`src/rtl/grid_local_max_detector_macros.svh`:
```
// Assertion macros shared by the grid local maximum detector RTL.
`ifndef GRID_LOCAL_MAX_DETECTOR_MACROS_SVH
`define GRID_LOCAL_MAX_DETECTOR_MACROS_SVH
`ifndef NO_ASSERTIONS
`define GLMD_ASSERT_IMP(label, clk, rst, ante, cons) \
   label: assert property (@(posedge clk) disable iff (rst) (ante) |-> (cons)) \
      else $error("grid_local_max_detector: assertion failed");
`define GLMD_ASSERT_NXT(label, clk, rst, ante, cons) \
   label: assert property (@(posedge clk) disable iff (rst) (ante) |=> (cons)) \
      else $error("grid_local_max_detector: assertion failed");
`else
`define GLMD_ASSERT_IMP(label, clk, rst, ante, cons)
`define GLMD_ASSERT_NXT(label, clk, rst, ante, cons)
`endif
`endif

```
`src/rtl/gld_pkg.sv`:
```
// Shared types and constants of the grid local maximum detector.
`default_nettype none
package gld_pkg;
   localparam int CFG_BITS = 11;
   localparam int CSR_ADDR_BITS = 2;
   localparam int PEAK_BITS = 10;
   localparam int RSP_DATA_BITS = 24;
   localparam int RSP_PAD_BITS = RSP_DATA_BITS - 2 * PEAK_BITS;
   localparam int QUEUE_DEPTH = 4;
   localparam int SLOT_COUNT = 3;

   localparam logic [CSR_ADDR_BITS-1:0] REG_GRID_ROWS = 2'd0;
   localparam logic [CSR_ADDR_BITS-1:0] REG_GRID_COLS = 2'd1;

   // Position of the window's newest sample within the grid.
   typedef struct packed {
      logic has_up;
      logic has_up2;
      logic has_left;
      logic has_left2;
      logic last_col;
      logic last_row;
   } win_flags_type;

   // Peaks found for one sample: bit 0 is the centre one row above, bit 1 the
   // last-row centre to the left, bit 2 the bottom-right corner.
   typedef logic [SLOT_COUNT-1:0] peak_mask_type;
endpackage
`default_nettype wire

```
`src/rtl/gld_decide.sv`:
```
// Neighbour comparisons that find the peaks decided by one window.
`default_nettype none
module gld_decide #(
   parameter int SAMPLE_BITS = 16
) (
   input  wire logic                          win_valid,
   input  wire gld_pkg::win_flags_type        win_flags,
   input  wire logic signed [SAMPLE_BITS-1:0] win_s,
   input  wire logic signed [SAMPLE_BITS-1:0] win_ctr,
   input  wire logic signed [SAMPLE_BITS-1:0] win_up2,
   input  wire logic signed [SAMPLE_BITS-1:0] win_ul,
   input  wire logic signed [SAMPLE_BITS-1:0] win_ur,
   input  wire logic signed [SAMPLE_BITS-1:0] win_left,
   input  wire logic signed [SAMPLE_BITS-1:0] win_left2,
   output gld_pkg::peak_mask_type             found,
   output logic                               grp_valid
);
   logic up_peak, left_peak, corner_peak;

   assign up_peak = win_flags.has_up && (win_ctr >= win_s) &&
                    (!win_flags.has_up2 || win_ctr >= win_up2) &&
                    (!win_flags.has_left || win_ctr >= win_ul) &&
                    (win_flags.last_col || win_ctr >= win_ur);

   assign left_peak = win_flags.last_row && win_flags.has_left &&
                      (win_left >= win_s) && (win_left >= win_ul) &&
                      (!win_flags.has_left2 || win_left >= win_left2);

   assign corner_peak = win_flags.last_row && win_flags.has_left && win_flags.last_col &&
                        (win_s >= win_ctr) && (win_s >= win_left);

   assign found = {corner_peak, left_peak, up_peak};
   assign grp_valid = win_valid && (found != '0);
endmodule
`default_nettype wire

```
`config.mk`:
```
export PLATFORM = sky130hd
export DESIGN_NAME = gld_decide
export DESIGN_NICKNAME = d
export VERILOG_FILES = /design/src/rtl/grid_local_max_detector_macros.svh /design/src/rtl/gld_pkg.sv /design/src/rtl/gld_decide.sv
export SDC_FILE = /design/constraint.sdc
export NUM_CORES = 1
export LEC_CHECK = 0
export BUFFER_PORTS_ARGS = -buffer_cell sky130_fd_sc_hd__buf_4
export CAP_MARGIN = 20
export CORE_UTILIZATION = 56
export DETAILED_ROUTE_END_ITERATION = 8
export PLACE_DENSITY = 0.95
export SLEW_MARGIN = 5
export SYNTH_ARGS = -nofsm -noshare
export SYNTH_HDL_FRONTEND = slang
export SYNTH_SLANG_ARGS = --single-unit
export TNS_END_PERCENT = 5
```
`constraint.sdc`:
```
create_clock -name vclk -period 6.96
set_clock_uncertainty 0.05 [all_clocks]
set_input_delay 0.696 -clock vclk [all_inputs]
set_output_delay 0.696 -clock vclk [all_outputs]
set_load 0.1 [all_outputs]
```
-- Word level (Yosys, flattened, before mapping)
Cells that the tools add are included.
- flip-flop bits (word level): 0
- output and inout bits: 4
- logic and storage cells: 29
- magnitude comparators: 9
- reduce and logical (&&, ||, !) cells: 20
- operator list (cell ; count):
    >= comparator 16 bit ; 9
    logical AND 1 bit ; 12
    logical OR 1 bit ; 4
    logical NOT 1 bit ; 3
    nonzero test 3 bit ; 1

-- Logic depth before layout (Yosys ltp)
- word-level depth: 7
- gate-level depth with buffers: 9

-- Worst setup path after synthesis
Ideal clock, no wire load.
- path type: input port to output port
- start: input port win_ctr[15]
- end: output port grp_valid
- arrival: 3171 ps
- data required time: 6214 ps
- setup slack: 3043 ps
- cell stages on the path: 9
- buffers on the path: 0
- cells stage by stage: inv_1 ha_1 nand4_2 nor4_4 a2111oi_1 a2bb2oi_1 a2111o_1 a211oi_2 o31a_1
- longest elaborated chain between the ends: 7
- elaborated cells between the ends (all ways): 16
- RTL lines (what ; line ; text):
    start, declared ; gld_decide.sv:9 ; input wire logic signed [SAMPLE_BITS-1:0] win_ctr,
    >= comparator 16 bit (on tied branches) ; gld_decide.sv:20, gld_decide.sv:21 ;
    logical AND 1 bit or logical OR 1 bit (tied branches) ; gld_decide.sv:20, gld_decide.sv:21 ;
    logical AND 1 bit ; gld_decide.sv:20 ; assign up_peak = win_flags.has_up && (win_ctr >= win_s) &&
    logical AND 1 bit ; gld_decide.sv:21 ; (!win_flags.has_up2 || win_ctr >= win_up2) &&
    logical AND 1 bit * ; gld_decide.sv:22 ; (!win_flags.has_left || win_ctr >= win_ul) &&
    via up_peak ; gld_decide.sv:18 ; logic up_peak, left_peak, corner_peak;
    nonzero test 3 bit * ; gld_decide.sv:33 ; assign grp_valid = win_valid && (found != '0);
    logical AND 1 bit * ; gld_decide.sv:33 ;
    end, declared ; gld_decide.sv:16 ; output logic grp_valid
The timed path passes the listed nets; every way through them passes the cells marked *.

-- Worst setup path in the final report
- start: input port win_ctr[9]
- end: output port grp_valid
- longest elaborated chain between the ends: 7
- elaborated cells between the ends (all ways): 16
- RTL lines (what ; line):
    >= comparator 16 bit (on tied branches) ; gld_decide.sv:20, gld_decide.sv:21
    logical AND 1 bit or logical OR 1 bit (tied branches) ; gld_decide.sv:20, gld_decide.sv:21
    logical AND 1 bit ; gld_decide.sv:20
    logical AND 1 bit ; gld_decide.sv:21
    logical AND 1 bit ; gld_decide.sv:22
    nonzero test 3 bit * ; gld_decide.sv:33
    logical AND 1 bit * ; gld_decide.sv:33
Every way passes the cells marked *; elsewhere a longest branch is shown, timed or not.

==> run metrics <==
commonest non-fill, non-tap cell in the layout buf_4; Clock buffer cells 0; total negative slack 0 ns; post-CTS setup buffers 0; worst-margin pin slew 0.433 ns; storage element area 0 µm²; Final WS setup 3.05 ns; antenna violations before repair 0; Unique masters post-synth between 40 and 50; Core Rows 26; Netlist Area Pre-Place roughly 3000 µm²; GP Congestion 0.878; grt ovf 0; Final Cell Area around 4000 µm²; global-route wire length before repair 13000 µm; Final Hold Violating Endpoints 0; Synth Area per Inst between 7 and 8 µm²; RSZ-0062 raised after global routing no; Max-Cap Viols 0; Setup Viol. Count Final 0; Resized Gates After CTS 0; Max Slew Vio Count 0; Post-DP HPWL 7850 µm; Core Region between 5000 and 6000 µm²; die height roughly 75 µm; Routed WL per cell ~14 µm; GRT Util Overall between 20% and 30%; hold_ws 1.78 ns; Seq/Total Area, Yosys 0%; first drt pass iteration count 4; Post-CTS Hold Fix Bufs 0; Max FO, Critical Path 4; vias in the first global route 3221; worst path arrival time approximately 3.2 ns; Hold Path Origin win_valid; drt total wl 8380 µm; width of the chip between 70 and 80 µm; via/cell ratio ~5.6; syn_nets 630; via count ~3300; antenna violation net count after detailed routing 0; most frequent cells in the layout buf_4, ha_1, inv_1, a21oi_1, nand4_1; max-slew headroom at the worst pin 70.4%; Hold Crit Class input pin to output pin; Seq cells 0; Placement Cell Area ~4000 µm²; Critical Path Source win_ctr[9]; pin count of the biggest net entering global routing 6; initial DRC count 113; cell area power density between 50 and 60 nW/µm²; Layout Utilization between 70% and 80%; f_max around 260 MHz; DRC 0; critical path class input pin to output pin; Worst VDD drop 0.0546 mV; # nets final 752; Leak ~0.0024 µW; Starting Density 58.8%; share of layout cells above drive strength 1 26.2%; # diodes 0; Port Buf Inserts 123; crit end category output pin; yosys warns 0; area delta synth->final 32.7%; min Tclk post-route ~4 ns; final worst-path cycle share 56.2%; Startpoint Class input pin; Place WS 3.12 ns; Critical Path RT approximately 6.2 ns; I/O Pins about 120; status complete, no violations; Die ar. ~5700 µm²; post-synthesis instance total 399
cells in the mapped netlist, types with 3 or more instances:
cell type	number	share of area (%)
nor3_1	3	0.50
buf_4	3	0.74
inv_1	99	12
o21ai_0	6	0.99
a21o_1	9	2.2
nand2_1	15	1.9
ha_1	112	46
nand4_1	23	4.8
nor3b_1	3	0.74
nor2b_1	8	1.7
a21oi_1	37	6.1
nand3_1	12	2.0
mux2i_1	4	1.3
o211ai_1	8	2.0
nor2_1	7	0.87
nor4_1	4	0.83
a211oi_1	5	1.2
worst max-delay path, cell delays in order:
cell and delay [ns]:
buf_4 0.13, ha_1 0.31, a211oi_1 0.30, o211ai_1 0.15
a21oi_1 0.22, nor3b_1 0.26, mux2_2 0.38, a211oi_2 0.24
o31a_1 0.19, buf_4 0.29
where the power goes:
group | leakage, µW | internal [µW] | switching (µW)
Clock | 0 | 0 | 0
Sequential | 0 | 0 | 0
Combinational | 0.00236 | 118 | 123
Total | 0.00236 | 118 | 123
kinds of logic after synthesis:
logic type | count (synthesis) | share of synthesized area, %
AO/OA/AOI/OAI | 87 | 19.6
buffers and inverters | 102 | 13.0
multiplexers | 6 | 2.07
AND/OR/NAND/NOR | 92 | 18.9
adder cells (fa/ha/maj) | 112 | 46.4
metrics by stage:
step	total power, µW	cells
after floorplan	140	399
after global placement	224	589
after detailed placement	238	589
after CTS	240	589
after global routing	270	589
final	240	589
per-layer routing:
metal  part of all wire [%]  track usage (%)  vias up  wire length [µm]
met4                    2.7             9.67        0               226
li1                       -                -     1692                 -
met3                    6.7             3.04       22               563
met2                     49             57.2      117              4110
met1                     42             33.5     1464              3480
met5                      0                0        -                 0
area by class of cell:
type                       instances  area [µm²]
tap                               70        87.6
inverter                          99         372
fill                             391        1130
multi-input combinational        297        2630
timing repair buffer             123         923
final timing paths:
kind | cells past startpoint | slack, ns | endpoint
worst max-delay path | 10 | 3.05 | grp_valid
worst min-delay path | 3 | 1.78 | grp_valid
No activity file was read; power rests on OpenSTA's default activity.
