**config.mk**
```make
export PLATFORM = sky130hd
export DESIGN_NAME = gld_queue
export DESIGN_NICKNAME = d
export VERILOG_FILES = /design/src/rtl/grid_local_max_detector_macros.svh /design/src/rtl/gld_pkg.sv /design/src/rtl/gld_queue.sv
export SDC_FILE = /design/constraint.sdc
export NUM_CORES = 1
export LEC_CHECK = 0
export ABC_AREA = 0
export BUFFER_PORTS_ARGS = -buffer_cell sky130_fd_sc_hd__clkbuf_2
export CAP_MARGIN = 20
export CORE_MARGIN = 5
export CORE_UTILIZATION = 45
export DETAILED_ROUTE_END_ITERATION = 10
export MAX_ROUTING_LAYER = met4
export PLACE_DENSITY = 0.66
export SYNTH_ARGS = -nofsm -noshare
export SYNTH_HDL_FRONTEND = slang
export SYNTH_SLANG_ARGS = --single-unit
```
**constraint.sdc**
```tcl
create_clock -name clock -period 5.2 [get_ports clock]
set_input_delay 0 -clock clock [delete_from_list [all_inputs] [get_ports clock]]
set_output_delay 0 -clock clock [all_outputs]
set_load 0.005 [all_outputs]
```
**src/rtl/grid_local_max_detector_macros.svh**
```systemverilog
// Assertion macros shared by the grid local maximum detector RTL.
`ifndef GRID_LOCAL_MAX_DETECTOR_MACROS_SVH
`define GRID_LOCAL_MAX_DETECTOR_MACROS_SVH
`ifndef NO_ASSERTIONS
`define GLMD_ASSERT_IMP(label, clk, rst, ante, cons) \
   label: assert property (@(posedge clk) disable iff (rst) (ante) |-> (cons)) \
      else $error("grid_local_max_detector: assertion failed");
`define GLMD_ASSERT_NXT(label, clk, rst, ante, cons) \
   label: assert property (@(posedge clk) disable iff (rst) (ante) |=> (cons)) \
      else $error("grid_local_max_detector: assertion failed");
`else
`define GLMD_ASSERT_IMP(label, clk, rst, ante, cons)
`define GLMD_ASSERT_NXT(label, clk, rst, ante, cons)
`endif
`endif

```
**src/rtl/gld_pkg.sv**
```systemverilog
// Shared types and constants of the grid local maximum detector.
`default_nettype none
package gld_pkg;
   localparam int CFG_BITS = 11;
   localparam int CSR_ADDR_BITS = 2;
   localparam int PEAK_BITS = 10;
   localparam int RSP_DATA_BITS = 24;
   localparam int RSP_PAD_BITS = RSP_DATA_BITS - 2 * PEAK_BITS;
   localparam int QUEUE_DEPTH = 4;
   localparam int SLOT_COUNT = 3;

   localparam logic [CSR_ADDR_BITS-1:0] REG_GRID_ROWS = 2'd0;
   localparam logic [CSR_ADDR_BITS-1:0] REG_GRID_COLS = 2'd1;

   // Position of the window's newest sample within the grid.
   typedef struct packed {
      logic has_up;
      logic has_up2;
      logic has_left;
      logic has_left2;
      logic last_col;
      logic last_row;
   } win_flags_type;

   // Peaks found for one sample: bit 0 is the centre one row above, bit 1 the
   // last-row centre to the left, bit 2 the bottom-right corner.
   typedef logic [SLOT_COUNT-1:0] peak_mask_type;
endpackage
`default_nettype wire

```
**src/rtl/gld_queue.sv**
```systemverilog
// Result queue of peak groups and the serializer that sends one peak per transaction.
`default_nettype none
module gld_queue #(
   parameter int MAX_COLS = 1024,
   parameter int MAX_ROWS = 1024
) (
   input  wire logic                                   clock,
   input  wire logic                                   reset,
   input  wire logic                                   push,
   input  wire gld_pkg::peak_mask_type                 push_mask,
   input  wire logic [$clog2(MAX_ROWS)-1:0]            push_row,
   input  wire logic [$clog2(MAX_COLS)-1:0]            push_col,
   output logic [$clog2(gld_pkg::QUEUE_DEPTH+1)-1:0]   count,
   output logic                                        out_valid,
   input  wire logic                                   out_ready,
   output logic [gld_pkg::PEAK_BITS-1:0]               peak_row,
   output logic [gld_pkg::PEAK_BITS-1:0]               peak_col,
   output logic                                        out_last
);
   localparam int ColW = $clog2(MAX_COLS);
   localparam int RowW = $clog2(MAX_ROWS);
   localparam int Depth = gld_pkg::QUEUE_DEPTH;
   localparam int PtrW = $clog2(Depth);
   localparam int CntW = $clog2(Depth + 1);
   localparam int PeakW = gld_pkg::PEAK_BITS;

   gld_pkg::peak_mask_type ent_mask_ff [Depth];
   logic [RowW-1:0]        ent_row_ff [Depth];
   logic [ColW-1:0]        ent_col_ff [Depth];
   logic [PtrW-1:0]        wr_ptr_ff, wr_ptr_in, rd_ptr_ff, rd_ptr_in;
   logic [CntW-1:0]        count_ff, count_in;
   gld_pkg::peak_mask_type done_ff, done_in;
   gld_pkg::peak_mask_type rem, sel;
   logic [RowW-1:0]        head_row, row_sel;
   logic [ColW-1:0]        head_col, col_sel;
   logic [RowW+PeakW-1:0]  row_ext;
   logic [ColW+PeakW-1:0]  col_ext;
   logic                   fire, pop;

   assign out_valid = count_ff != '0;
   assign head_row = ent_row_ff[rd_ptr_ff];
   assign head_col = ent_col_ff[rd_ptr_ff];
   assign rem = ent_mask_ff[rd_ptr_ff] & ~done_ff;

   always_comb begin
      priority if (rem[0]) begin
         sel = gld_pkg::peak_mask_type'(1);
      end else if (rem[1]) begin
         sel = gld_pkg::peak_mask_type'(2);
      end else begin
         sel = gld_pkg::peak_mask_type'(4);
      end
   end

   always_comb begin
      row_sel = head_row;
      col_sel = head_col;
      if (sel[0]) begin
         row_sel = head_row - 1'b1;
      end else if (sel[1]) begin
         col_sel = head_col - 1'b1;
      end
   end

   assign out_last = (rem & ~sel) == '0;
   assign fire = out_valid && out_ready;
   assign pop = fire && out_last;

   assign row_ext = {{PeakW{1'b0}}, row_sel};
   assign col_ext = {{PeakW{1'b0}}, col_sel};
   assign peak_row = row_ext[PeakW-1:0];
   assign peak_col = col_ext[PeakW-1:0];

   always_comb begin
      wr_ptr_in = wr_ptr_ff;
      rd_ptr_in = rd_ptr_ff;
      done_in = done_ff;
      if (push) begin
         wr_ptr_in = (wr_ptr_ff == PtrW'(Depth - 1)) ? '0 : wr_ptr_ff + 1'b1;
      end
      if (pop) begin
         rd_ptr_in = (rd_ptr_ff == PtrW'(Depth - 1)) ? '0 : rd_ptr_ff + 1'b1;
         done_in = '0;
      end else if (fire) begin
         done_in = done_ff | sel;
      end
      count_in = count_ff + CntW'(push) - CntW'(pop);
   end

   always_ff @(posedge clock) begin
      if (reset) begin
         wr_ptr_ff <= '0;
         rd_ptr_ff <= '0;
         count_ff  <= '0;
         done_ff   <= '0;
      end else begin
         wr_ptr_ff <= wr_ptr_in;
         rd_ptr_ff <= rd_ptr_in;
         count_ff  <= count_in;
         done_ff   <= done_in;
      end
   end

   always_ff @(posedge clock) begin
      if (push) begin
         ent_mask_ff[wr_ptr_ff] <= push_mask;
         ent_row_ff[wr_ptr_ff]  <= push_row;
         ent_col_ff[wr_ptr_ff]  <= push_col;
      end
   end

   assign count = count_ff;
endmodule
`default_nettype wire

```
### After elaboration in Yosys (flattened, before gate mapping)

Memories as Yosys holds them, arrays and structs flattened. A register that Yosys moved wholly into a read port is not among the register bits.
Cells that the tools add are included.

| word-level totals | value |
|---|---|
| logic and storage cells | 40 |
| register bits | 10 |
| memories kept | 3 |
| memory bits (writable) | 92 |
| input bits | 27 |

Memory list:

| memory | words | bits a word | read ports | clocked after Yosys merged registers in | write ports | RTL line | RTL |
|---|---|---|---|---|---|---|---|
| ent_col_ff | 4 | 10 | 1 | 1 | 1 | gld_queue.sv:29 | `logic [ColW-1:0] ent_col_ff [Depth];` |
| ent_row_ff | 4 | 10 | 1 | 1 | 1 | gld_queue.sv:28 | `logic [RowW-1:0] ent_row_ff [Depth];` |
| ent_mask_ff | 4 | 3 | 1 | 1 | 1 | gld_queue.sv:27 | `gld_pkg::peak_mask_type ent_mask_ff [Depth];` |

| operators by class | value |
|---|---|
| reductions and logical operators | 5 |
| bitwise gates (word level) | 5 |
| equality and inequality tests | 2 |
| add/sub/neg operators | 6 |
| muxes and demuxes | 15 |

Operators with widths:

| kind | count |
|---|---|
| $mux W10 | 3 |
| $sub A10 B1 Y10 const B | 2 |
| $mux W2 | 8 |
| $and A3 B3 Y3 | 2 |
| $mux W3 | 2 |
| $not A3 Y3 | 2 |
| $add A2 B1 Y2 const B | 2 |
| $eq A2 B2 Y1 const B | 2 |
| $add A3 B1 Y3 | 1 |
| $logic_not A3 Y1 | 1 |
| $or A3 B3 Y3 | 1 |
| $reduce_bool A3 Y1 | 1 |
| $sub A3 B1 Y3 | 1 |
| $logic_and A1 B1 Y1 | 2 |
| $mux W1 | 2 |
| $reduce_or A2 Y1 | 1 |

### Logic depth before layout (Yosys ltp)

| depth | value |
|---|---|
| word-level depth | 10 |
| gate-level depth with buffers | 12 |
| gate-level depth less buffers | 9 |

### Worst setup path before layout

No wires, ideal clock.

| path | value |
|---|---|
| kind | flip-flop to flip-flop |
| start | reg with a tool-made name |
| end | reg count_ff[2], in the netlist count[2] |
| cell stages (with the launch flop) | 13 |
| arrival | 2.702 ns |
| path slack | 2.372 ns |
| clock period less this slack | 2.828 ns |
| library setup time | 0.126 ns |
| path through | dfxtp_1 buf_6 buf_12 or2_2 o22a_2 maj3_1 and2_1 clkbuf_1 xor2_1 ha_1 fa_1 xnor2_1 nor2_1 |

RTL lines:

| element | RTL line | RTL |
|---|---|---|
| to (signal assigned) | gld_queue.sv:99 | `count_ff <= count_in;` |
| to (decl) | gld_queue.sv:31 | `logic [CntW-1:0] count_ff, count_in;` |

==> impl_metrics.env <==
export IMPL_outcome="complete, no violations"
export IMPL_synth_cells=249
export IMPL_synthFlopType="edfxtp_1"
export IMPL_pin_count=52
export IMPL_grt_max_degree=24
export IMPL_synth_cell_types=45
export IMPL_min_period_ns=3.368
export IMPL_drt_pass1_iter_count=4
export IMPL_post_cts_resized=0
export IMPL_core_um2=9729
export IMPL_synth_mux_area_fraction_pct=13.41
export IMPL_synth_fa_ha_area_share_pct=2.900
export IMPL_rsz0062_at_grt="false"
export IMPL_powerDensity_nw_per_um2=376.7
export IMPL_ant_nets=0
export IMPL_synth_top_area_cell="edfxtp_1"
export IMPL_final_nets=368
export IMPL_power_mw=1.987
export IMPL_fin_skew_ns=0.01325
export IMPL_htreeDepth=3
export IMPL_p_leak_nw=1.873
export IMPL_drt_iter0_markers=128
export IMPL_crit_required_ns=5.20
export IMPL_synthSimpleGateAreaFrac_pct=8.282
export IMPL_ys_warn_count=0
export IMPL_setup_viol=0
export IMPL_finalWeightedCongestion=0.7080
export IMPL_die_area_um2=12070
export IMPL_io_buffer_count=51
export IMPL_antenna_found_initial=0
export IMPL_rows=36
export IMPL_crit_fanout=16
export IMPL_synth_compound_area_share_pct=1.868
export IMPL_place_hpwl_um=5068
export IMPL_cts_tree="built"
export IMPL_die_h_um=109.9
export IMPL_routed_via_count=2374
export IMPL_hold_class="input pin to flop"
export IMPL_clockBufferDepth=2
export IMPL_crit_type="flop to output pin"
export IMPL_netlist_area_leader_share_pct=61.57
export IMPL_start_util_pct=46.12
export IMPL_fin_setup_tns_ns=0
export IMPL_drc=0
export IMPL_hold_viol=0
export IMPL_avgSynthCellArea_um2=18.02
export IMPL_vias_per_cell=5.051
export IMPL_arrival_ns=3.37
export IMPL_yosys_top_cells_area="edfxtp_1, mux4_1, dfxtp_1, mux4_2, xnor2_1"
export IMPL_seq_area_frac_synth_pct=66.93
export IMPL_endpoint_kind="output pin"
export IMPL_clock_latency_ns=0.37
export IMPL_grt_pass1_vias=2372
export IMPL_grt_overflow=0
export IMPL_ys_top_cells_by_count="edfxtp_1, mux4_1, xnor2_1, dfxtp_1, nor2_1"
export IMPL_drv_slew=0
export IMPL_preCtsSetupSlack_ns=1.978
export IMPL_drive_gt1_share_pct=26.41
export IMPL_syn_area_um2=4487
export IMPL_grt_pass1_wl_um=12240
export IMPL_avgRoutedWirePerCell_um=16.60
export IMPL_clkSlewWorstSetupHoldPaths_ns=0.10
export IMPL_postCtsSetupRepairBufs=0
export IMPL_syn_to_final_growth_pct=17.57
export IMPL_setup_ws_ns=1.832
export IMPL_synthXorXnorAreaFrac_pct=3.904
export IMPL_max_freq_mhz=296.9
export IMPL_synth_top_family_by_area="multiplexers"
export IMPL_clock_sinks=104
export IMPL_yosys_cell_count_top_type="edfxtp_1"
export IMPL_die_w_um=109.9
export IMPL_synth_edff_count=92
export IMPL_period_share_pct=64.76
export IMPL_slew_headroom_pct=57.10
export IMPL_peakVddDrop_uv=235.4
export IMPL_root_buffer="clkbuf_8"
export IMPL_syn_nets=285
export IMPL_antenna_cells=0
export IMPL_startpoint_type="flop"
export IMPL_ys_seq_elements=104
export IMPL_max_cap_viol_count=0
export IMPL_synth_async_reset_ratio_pct=0
export IMPL_worstMarginPinSlew_ns=0.6427
export IMPL_routed_wirelength_um=7804
export IMPL_grt_usage_pct=14.29
export IMPL_cts_buffers=9
==> final timing paths <==
path	from	endpoint	slack (ns)	cells past startpoint
min reg2reg	rd_ptr_ff[1]	rd_ptr_ff[1]	0.51	2
max	flop	peak_col[9]	1.83	7
min	push	wr_ptr_ff[1]	0.002	3
max reg2reg	flop	count[2]	2.00	10
==> layout make-up <==
| class | count | area, µm² |
|---|---|---|
| fill | 812 | 4454 |
| sequential | 104 | 3003 |
| timing repair buffer | 81 | 540.5 |
| clock buffer | 9 | 123.9 |
| inverter | 7 | 26.28 |
| tap | 133 | 166.4 |
| multi-input combinational | 129 | 1363 |
| clock inverter | 7 | 52.55 |
==> metal layers <==
metal	vias up	GRT usage [%]	routed length, µm
met3	14	1.938	222
met4	0	6.589	170
met5	-	-	0
met2	41	24.39	4065
li1	1141	-	-
met1	1178	16.80	3345
==> worst max-delay path: stages, from the launching register on <==
cell and delay, ns:
dfxtp_1 0.75, buf_4 0.39, mux4_2 0.59, or4_4 0.57, nor4_4 0.23, nand3_1 0.15, xnor2_1 0.19, clkbuf_2 0.14
==> where the power goes <==
part | switching (mW) | leakage, nW | total, mW | internal (mW)
clock network | 0.279 | 0.0924 | 0.459 | 0.180
logic | 0.268 | 0.837 | 0.531 | 0.263
registers | 0.0363 | 0.943 | 0.997 | 0.961
==> per-stage QoR <==
step | cell area [µm²] | cells | hold WS, ns | utilization (%)
after floorplan | 4487 | 249 | 0.09887 | -
after global placement | 4858 | 430 | 0.2165 | 49.94
after detailed placement | 4858 | 430 | 0.2261 | 49.94
after CTS | 5275 | 470 | 0.003527 | 54.22
after global routing | 5275 | 470 | 0.03702 | 54.22
final | 5275 | 470 | 0.002355 | 54.22
==> cell usage in the layout (no fill, tap or decap), types with 2 or more instances in the layout <==
cell type,n
nand3_1,3
mux4_1,15
mux2i_1,5
dfxtp_1,12
nand2b_1,5
nor2_1,12
inv_1,7
o21ai_0,6
nand2_1,8
clkbuf_8,9
nor4_4,2
xnor2_1,13
xor2_1,7
clkbuf_2,51
dlygate4sd3_1,24
nor4bb_1,2
mux2_2,2
and2_1,5
ha_1,8
nand4b_1,2
inv_6,4
mux4_2,6
nor3_1,5
or3_1,2
buf_4,6
edfxtp_1,92
nor2b_1,2
==> flip-flops by register name (all words and copies together), names as in the netlist, named ones only <==
| name | flops |
|---|---|
| ent_col_ff | 40 |
| ent_row_ff | 40 |
| ent_mask_ff | 12 |
| count | 3 |
| done_ff | 3 |
| rd_ptr_ff | 2 |
| wr_ptr_ff | 2 |
==> logic make-up after synthesis <==
kind of cell,Yosys count
adder cells (fa/ha/maj),10
multiplexers,28
XOR/XNOR,20
flip-flops,104
buffers and inverters,16
AND/OR/NAND/NOR,59
AO/OA/AOI/OAI,12
==> what timing repair did <==
action	in CTS	in global routing
hold buffers	24	0
endpoints found under the setup margin	0	0
hold endpoints to repair	99	0
Power figures use the tool's default switching activity.
